$ cat src/hw/rtl/bte_pkg.sv
// ----------------------------------------------------------------------------
// bte_pkg
// Shared types and constants for the bounded title edit match core.
// ----------------------------------------------------------------------------
package bte_pkg;

	localparam int MAX_LEN_DEF = 64;

	// input op codes
	localparam logic [1:0] OP_APPEND_FIRST  = 2'd0;
	localparam logic [1:0] OP_APPEND_SECOND = 2'd1;
	localparam logic [1:0] OP_RUN           = 2'd2;

	// register indexes
	localparam logic [1:0] REG_EXACT_LIMIT = 2'd0;
	localparam logic [1:0] REG_MID_LIMIT   = 2'd1;
	localparam logic [1:0] REG_MID_BUDGET  = 2'd2;
	localparam logic [1:0] REG_LONG_BUDGET = 2'd3;

	localparam logic [6:0] EXACT_LIMIT_RST = 7'd8;
	localparam logic [6:0] MID_LIMIT_RST   = 7'd14;
	localparam logic [3:0] MID_BUDGET_RST  = 4'd1;
	localparam logic [3:0] LONG_BUDGET_RST = 4'd2;

	typedef enum logic [1:0] {
		CMD_APPEND_FIRST,
		CMD_APPEND_SECOND,
		CMD_RUN
	} cmd_kind_t;

	typedef struct packed {
		cmd_kind_t   kind;
		logic [15:0] unit;
	} cmd_t;

endpackage

$ cat src/hw/rtl/bte_front.sv
// ----------------------------------------------------------------------------
// bte_front
// Accepts input items, decodes the op and pushes commands to the queue.
// ----------------------------------------------------------------------------
module bte_front import bte_pkg::*; (
	input  logic        in_valid,
	output logic        in_stall,
	input  logic [1:0]  op,
	input  logic [15:0] code_unit,
	input  logic        q_full,
	output logic        q_push,
	output cmd_t        q_cmd
);

	logic known_op;

	assign in_stall = q_full;

	always_comb begin
		known_op   = 1'b1;
		q_cmd.unit = code_unit;
		q_cmd.kind = CMD_RUN;
		unique case (op)
			OP_APPEND_FIRST:  q_cmd.kind = CMD_APPEND_FIRST;
			OP_APPEND_SECOND: q_cmd.kind = CMD_APPEND_SECOND;
			OP_RUN:           q_cmd.kind = CMD_RUN;
			default:          known_op   = 1'b0;
		endcase
	end

	// unknown op is taken and dropped
	assign q_push = in_valid && !q_full && known_op;

endmodule

$ cat src/hw/rtl/bte_queue.sv
// ----------------------------------------------------------------------------
// bte_queue
// Two-entry command queue between front and back.
// ----------------------------------------------------------------------------
module bte_queue import bte_pkg::*; (
	input  logic clk,
	input  logic arst_n,
	input  logic push,
	input  cmd_t push_cmd,
	output logic full,
	input  logic pop,
	output logic empty,
	output cmd_t pop_cmd
);

	cmd_t       ent_q [2];
	logic       wr_q;
	logic       rd_q;
	logic [1:0] cnt_q;

	assign full    = (cnt_q == 2'd2);
	assign empty   = (cnt_q == 2'd0);
	assign pop_cmd = ent_q[rd_q];

	always_ff @(posedge clk) begin
		if (push) begin
			ent_q[wr_q] <= push_cmd;
		end
	end

	always_ff @(posedge clk or negedge arst_n) begin
		if (!arst_n) begin
			wr_q  <= 1'b0;
			rd_q  <= 1'b0;
			cnt_q <= 2'd0;
		end else begin
			if (push) wr_q <= ~wr_q;
			if (pop)  rd_q <= ~rd_q;
			if (push && !pop)      cnt_q <= cnt_q + 2'd1;
			else if (pop && !push) cnt_q <= cnt_q - 2'd1;
		end
	end

endmodule

$ cat src/hw/rtl/bte_back.sv
// ----------------------------------------------------------------------------
// bte_back
// Text stores, config registers and the cell-serial bounded distance engine.
// ----------------------------------------------------------------------------
module bte_back import bte_pkg::*; #(
	parameter int MAX_LEN = MAX_LEN_DEF
) (
	input  logic       clk,
	input  logic       arst_n,
	input  logic       q_empty,
	input  cmd_t       q_cmd,
	output logic       q_pop,
	input  logic       cfg_we,
	input  logic [1:0] cfg_index,
	input  logic [6:0] cfg_data,
	output logic       out_valid,
	input  logic       out_stall,
	output logic       matched,
	output logic [4:0] distance,
	output logic       empty_input,
	output logic       truncated
);

	localparam int AW = (MAX_LEN > 1) ? $clog2(MAX_LEN) : 1;
	localparam int LW = $clog2(MAX_LEN + 1);
	localparam int CW = (LW > 7) ? LW : 7;

	typedef enum logic [2:0] {
		ST_IDLE, ST_ROWINIT, ST_ROWRD, ST_ROWSTART, ST_CELLRD, ST_CELL, ST_DONE
	} state_t;

	state_t      state_q;
	logic [6:0]  exact_lim_q, mid_lim_q;
	logic [3:0]  mid_bud_q, long_bud_q;
	logic [LW-1:0] len_a_q, len_b_q, i_q, j_q;
	logic        ovf_q;
	logic [15:0] first_mem [MAX_LEN];
	logic [15:0] second_mem [MAX_LEN];
	logic [4:0]  row_mem [MAX_LEN + 1];
	logic [15:0] a_rd_q, b_rd_q;
	logic [4:0]  row_rd_q;
	logic [4:0]  left_q, diag_q, rmin_q, cap_q, dist_q;
	logic [3:0]  bud_q;
	logic        empty_q;
	logic        out_valid_q, matched_q, empty_out_q, trunc_q;
	logic [4:0]  dist_out_q;

	logic [CW-1:0] n_e, m_e, shorter_e, diff_e;
	logic [3:0]    bud_c;
	logic [4:0]    cell_new, new_min, sat_j, sat_i, sat_im1;
	logic          row_we;
	logic [LW-1:0] row_waddr;
	logic [4:0]    row_wdata;
	logic          load_out;

	function automatic logic [4:0] sat_cap(input logic [CW-1:0] x, input logic [4:0] cap);
		sat_cap = (x > CW'(cap)) ? cap : x[4:0];
	endfunction

	assign n_e       = CW'(len_a_q);
	assign m_e       = CW'(len_b_q);
	assign shorter_e = (n_e < m_e) ? n_e : m_e;
	assign diff_e    = (n_e > m_e) ? n_e - m_e : m_e - n_e;

	always_comb begin
		priority if (shorter_e <= CW'(exact_lim_q)) bud_c = 4'd0;
		else if (shorter_e <= CW'(mid_lim_q))       bud_c = mid_bud_q;
		else                                         bud_c = long_bud_q;
	end

	assign sat_j   = sat_cap(CW'(j_q), cap_q);
	assign sat_i   = sat_cap(CW'(i_q), cap_q);
	assign sat_im1 = sat_cap(CW'(i_q) - CW'(1), cap_q);

	// saturating min-plus cell, values never pass budget+1
	always_comb begin
		logic [4:0] best;
		logic [4:0] up;
		logic [4:0] dg;
		best = (left_q == cap_q) ? cap_q : left_q + 5'd1;
		up   = (row_rd_q == cap_q) ? cap_q : row_rd_q + 5'd1;
		dg   = (a_rd_q == b_rd_q) ? diag_q : ((diag_q == cap_q) ? cap_q : diag_q + 5'd1);
		if (up < best) best = up;
		if (dg < best) best = dg;
		cell_new = best;
	end
	assign new_min = (cell_new < rmin_q) ? cell_new : rmin_q;

	assign q_pop    = (state_q == ST_IDLE) && !q_empty;
	assign load_out = (state_q == ST_DONE) && (!out_valid_q || !out_stall);

	always_comb begin
		row_we    = 1'b0;
		row_waddr = j_q;
		row_wdata = cell_new;
		unique case (state_q)
			ST_ROWINIT: begin
				row_we    = 1'b1;
				row_wdata = sat_j;
			end
			ST_ROWSTART: begin
				row_we    = 1'b1;
				row_waddr = '0;
				row_wdata = sat_i;
			end
			ST_CELL: row_we = 1'b1;
			default: row_we = 1'b0;
		endcase
	end

	// memories: registered reads every cycle
	always_ff @(posedge clk) begin
		if (q_pop && q_cmd.kind == CMD_APPEND_FIRST && len_a_q < LW'(MAX_LEN)) begin
			first_mem[len_a_q[AW-1:0]] <= q_cmd.unit;
		end
		if (q_pop && q_cmd.kind == CMD_APPEND_SECOND && len_b_q < LW'(MAX_LEN)) begin
			second_mem[len_b_q[AW-1:0]] <= q_cmd.unit;
		end
		if (row_we) begin
			row_mem[row_waddr] <= row_wdata;
		end
		a_rd_q   <= first_mem[AW'(i_q - LW'(1))];
		b_rd_q   <= second_mem[AW'(j_q - LW'(1))];
		row_rd_q <= row_mem[j_q];
	end

	always_ff @(posedge clk or negedge arst_n) begin
		if (!arst_n) begin
			state_q     <= ST_IDLE;
			exact_lim_q <= EXACT_LIMIT_RST;
			mid_lim_q   <= MID_LIMIT_RST;
			mid_bud_q   <= MID_BUDGET_RST;
			long_bud_q  <= LONG_BUDGET_RST;
			len_a_q     <= '0;
			len_b_q     <= '0;
			ovf_q       <= 1'b0;
			out_valid_q <= 1'b0;
		end else begin
			if (cfg_we) begin
				unique case (cfg_index)
					REG_EXACT_LIMIT: exact_lim_q <= cfg_data;
					REG_MID_LIMIT:   mid_lim_q   <= cfg_data;
					REG_MID_BUDGET:  mid_bud_q   <= cfg_data[3:0];
					REG_LONG_BUDGET: long_bud_q  <= cfg_data[3:0];
				endcase
			end
			out_valid_q <= load_out || (out_valid_q && out_stall);

			unique case (state_q)
				ST_IDLE: begin
					if (q_pop) begin
						unique case (q_cmd.kind)
							CMD_APPEND_FIRST: begin
								if (len_a_q < LW'(MAX_LEN)) len_a_q <= len_a_q + LW'(1);
								else ovf_q <= 1'b1;
							end
							CMD_APPEND_SECOND: begin
								if (len_b_q < LW'(MAX_LEN)) len_b_q <= len_b_q + LW'(1);
								else ovf_q <= 1'b1;
							end
							default: begin
								bud_q   <= bud_c;
								cap_q   <= {1'b0, bud_c} + 5'd1;
								empty_q <= (len_a_q == '0) || (len_b_q == '0);
								dist_q  <= {1'b0, bud_c} + 5'd1;
								j_q     <= '0;
								priority if ((len_a_q == '0) || (len_b_q == '0)) begin
									dist_q  <= '0;
									state_q <= ST_DONE;
								end else if (diff_e > CW'(bud_c)) begin
									state_q <= ST_DONE;
								end else begin
									state_q <= ST_ROWINIT;
								end
							end
						endcase
					end
				end
				ST_ROWINIT: begin
					if (j_q == len_b_q) begin
						i_q     <= LW'(1);
						state_q <= ST_ROWRD;
					end else begin
						j_q <= j_q + LW'(1);
					end
				end
				ST_ROWRD: state_q <= ST_ROWSTART;
				ST_ROWSTART: begin
					left_q  <= sat_i;
					diag_q  <= sat_im1;
					rmin_q  <= sat_i;
					j_q     <= LW'(1);
					state_q <= ST_CELLRD;
				end
				ST_CELLRD: state_q <= ST_CELL;
				ST_CELL: begin
					left_q <= cell_new;
					diag_q <= row_rd_q;
					rmin_q <= new_min;
					if (j_q == len_b_q) begin
						priority if (new_min > {1'b0, bud_q}) begin
							dist_q  <= cap_q;
							state_q <= ST_DONE;
						end else if (i_q == len_a_q) begin
							dist_q  <= cell_new;
							state_q <= ST_DONE;
						end else begin
							i_q     <= i_q + LW'(1);
							state_q <= ST_ROWRD;
						end
					end else begin
						j_q     <= j_q + LW'(1);
						state_q <= ST_CELLRD;
					end
				end
				ST_DONE: begin
					if (load_out) begin
						matched_q   <= !empty_q && (dist_q <= {1'b0, bud_q});
						dist_out_q  <= dist_q;
						empty_out_q <= empty_q;
						trunc_q     <= ovf_q;
						len_a_q     <= '0;
						len_b_q     <= '0;
						ovf_q       <= 1'b0;
						state_q     <= ST_IDLE;
					end
				end
				default: state_q <= ST_IDLE;
			endcase
		end
	end

	assign out_valid   = out_valid_q;
	assign matched     = matched_q;
	assign distance    = dist_out_q;
	assign empty_input = empty_out_q;
	assign truncated   = trunc_q;

	a_len_bound: assert property (@(posedge clk) disable iff (!arst_n)
		(len_a_q <= LW'(MAX_LEN)) && (len_b_q <= LW'(MAX_LEN)))
		else $error("string length beyond capacity");

	a_cell_sat: assert property (@(posedge clk) disable iff (!arst_n)
		(state_q == ST_CELL) |-> (left_q <= cap_q) && (j_q <= len_b_q) && (j_q != '0))
		else $error("cell value or column out of range");

	a_clear_after_run: assert property (@(posedge clk) disable iff (!arst_n)
		load_out |=> (len_a_q == '0) && (len_b_q == '0) && !ovf_q && out_valid_q)
		else $error("strings not cleared after run");

endmodule

$ cat src/hw/rtl/bounded_title_edit_match_core.sv
// ----------------------------------------------------------------------------
// bounded_title_edit_match_core
// Bounded edit distance match of two loaded strings of 16-bit code units.
// ----------------------------------------------------------------------------
// Input channel (in_valid/in_stall, op, code_unit): op 0 and 1 append a unit
// to the first or second string, op 2 runs the compare, op 3 is dropped.
// Items pass through a two-entry command queue to the engine, so the input
// side keeps taking items while the engine works, until the queue is full.
// A run is computed by the single cell unit, which walks the recurrence one
// cell at a time over a one-row memory, with a read state and a compute state
// per cell; empty strings or a length gap over the budget skip the recurrence
// and go straight to the result. Output channel (out_valid/out_stall): one
// result per run, held in an output register; while the receiver stalls the
// engine waits with the next result and takes no further queued items.
// Configuration (cfg_we, cfg_index, cfg_data) is to be written only while
// idle; the block itself does not enforce this. Reset clears lengths,
// overflow flag, queue and output valid and loads the register defaults.
// ----------------------------------------------------------------------------
module bounded_title_edit_match_core import bte_pkg::*; #(
	parameter int MAX_LEN = MAX_LEN_DEF
) (
	input  logic        clk,
	input  logic        arst_n,
	input  logic        in_valid,
	output logic        in_stall,
	input  logic [1:0]  op,
	input  logic [15:0] code_unit,
	output logic        out_valid,
	input  logic        out_stall,
	output logic        matched,
	output logic [4:0]  distance,
	output logic        empty_input,
	output logic        truncated,
	input  logic        cfg_we,
	input  logic [1:0]  cfg_index,
	input  logic [6:0]  cfg_data
);

	logic q_full, q_push, q_empty, q_pop;
	cmd_t push_cmd, pop_cmd;

	bte_front u_front (
		.in_valid  (in_valid),
		.in_stall  (in_stall),
		.op        (op),
		.code_unit (code_unit),
		.q_full    (q_full),
		.q_push    (q_push),
		.q_cmd     (push_cmd)
	);

	bte_queue u_queue (
		.clk      (clk),
		.arst_n   (arst_n),
		.push     (q_push),
		.push_cmd (push_cmd),
		.full     (q_full),
		.pop      (q_pop),
		.empty    (q_empty),
		.pop_cmd  (pop_cmd)
	);

	bte_back #(.MAX_LEN(MAX_LEN)) u_back (
		.clk         (clk),
		.arst_n      (arst_n),
		.q_empty     (q_empty),
		.q_cmd       (pop_cmd),
		.q_pop       (q_pop),
		.cfg_we      (cfg_we),
		.cfg_index   (cfg_index),
		.cfg_data    (cfg_data),
		.out_valid   (out_valid),
		.out_stall   (out_stall),
		.matched     (matched),
		.distance    (distance),
		.empty_input (empty_input),
		.truncated   (truncated)
	);

endmodule
$ cat config.mk
export PLATFORM = sky130hd
export DESIGN_NAME = bounded_title_edit_match_core
export DESIGN_NICKNAME = d
export VERILOG_FILES = /design/src/hw/rtl/bte_pkg.sv /design/src/hw/rtl/bte_front.sv /design/src/hw/rtl/bte_queue.sv /design/src/hw/rtl/bte_back.sv /design/src/hw/rtl/bounded_title_edit_match_core.sv
export SDC_FILE = /design/constraint.sdc
export NUM_CORES = 2
export LEC_CHECK = 0
export BUFFER_PORTS_ARGS = -buffer_cell sky130_fd_sc_hd__buf_4
export CAP_MARGIN = 40
export CORE_MARGIN = 8
export CORE_UTILIZATION = 45
export CTS_CLUSTER_DIAMETER = 30
export DETAILED_ROUTE_END_ITERATION = 12
export PLACE_DENSITY = 0.64
export RECOVER_POWER = 50
export SETUP_SLACK_MARGIN = 0.1
export SLEW_MARGIN = 20
export SYNTH_ARGS = -nofsm -noshare
export SYNTH_HDL_FRONTEND = slang
export SYNTH_SLANG_ARGS = --single-unit
$ cat constraint.sdc
create_clock -name clk -period 23.6 [get_ports clk]
set_input_delay 5.9 -clock clk [delete_from_list [all_inputs] [get_ports clk]]
set_output_delay 5.9 -clock clk [all_outputs]
set_load 0.005 [all_outputs]
==> flow_summary.yaml <==
grt:
  grt_pass1_vias: 51700
  grt-ovfl-total: 0
  grt_use_total: 0.206
  grt_max_degree: 150
  grt_antenna_before_repair: 12
  grt_pass1_wl_um: 363000
placement:
  place_area_mm2: 0.106
  place_congestion: 0.810
  place_hpwl_um: 144000
  place.port_buffers: 41
drt:
  drt_pass1_iterations: 5
  wirelength_um: 250000
  viasPerCell: 5.84
  drt_iter0_drc: 5655
  drc_errors: 0
  wire_per_inst_um: 28.8
  via_count: 50700
  ant_nets: 0
clock_tree:
  cts_resized: 0
  clk_pin_slew_ps: 50
  clkLatencyLatePin_ps: 970
  root_buffer: "clkbuf_16"
  cts-buffers-inserted: 466
  cts_hold_buf: 0
  clkSinkCount: 2543
  clock_path_buffers: 4
  htreeDepth: 5
  post_cts_buffers: 0
  cts_tree: "done"
worst_hold_path:
  hold_class: "flip-flop to flip-flop"
  holdPathStages: 1
  min_from: "u_back.row_mem[64][3]"
  hold_path_end: "u_back.row_rd_q[3]"
critical_path:
  crit_required_ps: 24250
  reg2reg_depth: 10
  worstSetupPathType: "flip-flop to flip-flop"
  r2r_slack_ps: 10430
  start_kind: "flip-flop"
  cp.arrival_ps: 13820
  path_max_fanout: 121
  r2r-end: "u_back.a_rd_q[13]"
  critPathCaptureType: "flip-flop"
  timing.rr.start: "u_back.i_q[0]"
cells_and_area:
  fin_util: 0.543
  fin_area_mm2: 0.122
  drive_above_1_share: 0.306
  fin_nets: 5422
  areaGrowthSynthToFinish_pct: 20.4
  fillers: 16700
status:
  violations: "max-capacitance violations, max-slew violations"
  status: "finished, violations left"
logic_synthesis:
  async_flop_share: 0.0177
  synth_area_mm2: 0.101
  synthCells: 4809
  ys_seq_elements: 2543
  synth.area.top_cells: "edfxtp_1, mux4_2, nor2_1, dfrtp_1, ha_1"
  synth_top_cell_area_share: 0.732
  synth_xor_xnor_area_share: 0.00755
  yosysMostFrequentCell: "edfxtp_1"
  avgSynthCellArea_um2: 21.0
  synth_area_leader_cell: "edfxtp_1"
  syn_nets: 4921
  synth_simple_gate_area_share: 0.0293
  synthMuxAreaShare: 0.172
  synth_compound_area_frac: 0.0181
  ys_seq_area_frac: 0.751
  synth_top_family_by_area: "multiplexers"
  synth_edf_count: 2461
  synth_cell_types: 77
  yosys_warnings: 0
  synth-adder-area-share: 0.0101
  synth_common_cells: "edfxtp_1, mux4_2, nor2_1"
  synth_flop_cell: "edfxtp_1"
die:
  die_area_mm2: 0.240
  die_w_um: 490
  fp.coreArea_mm2: 0.224
  ios: 42
  start_util: 0.451
  rows: 174
  die_h_um: 490
pwr:
  ir_drop_mv: 0.0755
  total_power_uw: 12000
  p_leak_uw: 0.0399
  power_density_mw_per_mm2: 98.4
sta:
  rsz0062_at_grt: "false"
  finClkSkew_ps: 81.2
  max_freq_mhz: 75.9
  slew_violations: 2212
  hold_viol_final: 0
  setup_viol: 0
  period_share: 0.558
  period_minus_slack_ps: 13170
  tns_ps: 0
  worst_pin_slew_ps: 8540
  slew_headroom: -4.69
  timing.hold.ws_ps: 444
run:
  drv_cap: 42
## cells in the final DEF (no fill, tap or decap), types with 15 or more instances in the layout
cell | Yosys | final
nor3_1 | 17 | 17
and3_1 | 26 | 26
dfrtp_1 | 39 | 39
o21ai_0 | 86 | 86
bufinv_16 | 0 | 65
xnor2_1 | 42 | 36
buf_4 | 2 | 197
mux2_2 | 61 | 45
nand2_1 | 165 | 165
clkinv_4 | 0 | 32
nand3_1 | 59 | 59
dfxtp_1 | 37 | 37
mux2i_1 | 81 | 81
nand2b_1 | 15 | 15
edfxtp_1 | 2461 | 2461
clkinvlp_4 | 0 | 50
a31oi_1 | 22 | 22
clkbuf_1 | 162 | 115
xor2_1 | 45 | 42
nor2_1 | 279 | 262
nand4_1 | 31 | 31
a21oi_1 | 67 | 63
mux2_1 | 0 | 16
inv_1 | 59 | 59
ha_1 | 78 | 78
clkbuf_16 | 0 | 474
nor2b_1 | 15 | 15
mux4_2 | 703 | 703
clkinv_1 | 9 | 74
nor2_2 | 0 | 17
clkinv_2 | 0 | 65
inv_6 | 0 | 25
o21a_1 | 15 | 15
a221oi_1 | 16 | 16
## per-stage QoR
| step | cells | setup slack [ps] |
|---|---|---|
| floorplan | 4809 | 16000 |
| global route | 8678 | 8720 |
| detailed placement | 7823 | 14890 |
| CTS | 8666 | 14890 |
| finish | 8683 | 10430 |
| global placement | 7800 | 14870 |
## cells by family after synthesis
logic type	after synthesis
XOR/XNOR	87
buffers and inverters	311
adder cells (fa/ha/maj)	80
multiplexers	847
AND/OR/NAND/NOR	657
flip-flops	2543
AO/OA/AOI/OAI	284
## final cells by class
cell class	count	area, µm²	area share
diodes	6	15.0	0.000124
repair buffers	274	2050	0.0169
clock buffers	532	12100	0.0994
inverters	70	263	0.00216
multi-input cells	1955	24100	0.198
flip-flops and latches	2543	75800	0.623
well taps	2992	3740	0.0308
clock inverters	311	3520	0.0290
## metal layers
layer,GRT usage,vias to the layer above,share of wire
met5,0,-,0.000052
met4,0.0594,2,0.027
met3,0.0425,429,0.080
met2,0.332,2288,0.49
met1,0.289,26900,0.41
li1,-,21100,-
## registers in the layout (all words and copies together) (netlist names), 7 cells and up
| register | count |
|---|---|
| u_back.mid_lim_q | 7 |
| u_queue.ent_q | 36 |
| u_back.j_q | 7 |
| u_back.exact_lim_q | 7 |
| u_back.a_rd_q | 16 |
| u_back.i_q | 7 |
| u_back.b_rd_q | 16 |
| u_back.len_a_q | 7 |
| u_back.len_b_q | 7 |
| u_back.row_mem | 325 |
| u_back.first_mem | 1024 |
| u_back.second_mem | 1024 |
## worst max path at each step
stage,cells past startpoint,slack (ps),start,to
2_1_floorplan,36,16000,u_back.cap_q[1],u_back.dist_q[0]
3_5_place_dp,35,14890,u_back.cap_q[3],u_back.i_q[2]
5_1_grt,10,8720,u_back.i_q[0],u_back.a_rd_q[13]
4_1_cts,35,14890,u_back.cap_q[3],u_back.i_q[4]
6_report,10,10430,u_back.i_q[0],u_back.a_rd_q[13]
3_3_place_gp,35,14870,u_back.cap_q[3],u_back.i_q[0]
## critical path, stage by stage, from the launching register on
cell      delay (ps)
edfxtp_1         310
clkbuf_1        5870
inv_1           1400
ha_1            2290
buf_4            560
buf_12           510
mux4_2           430
mux4_2           560
nand2_1          100
and3_1           300
a31oi_1          200
## report_power, final
part / switching, µW / total (µW) / internal, µW
Sequential: 11.6 / 5140 / 5120
Combinational: 241 / 285 / 44.1
Clock: 2180 / 6540 / 4360
Total: 2440 / 12000 / 9530
No activity file was read; power rests on OpenSTA's default activity.
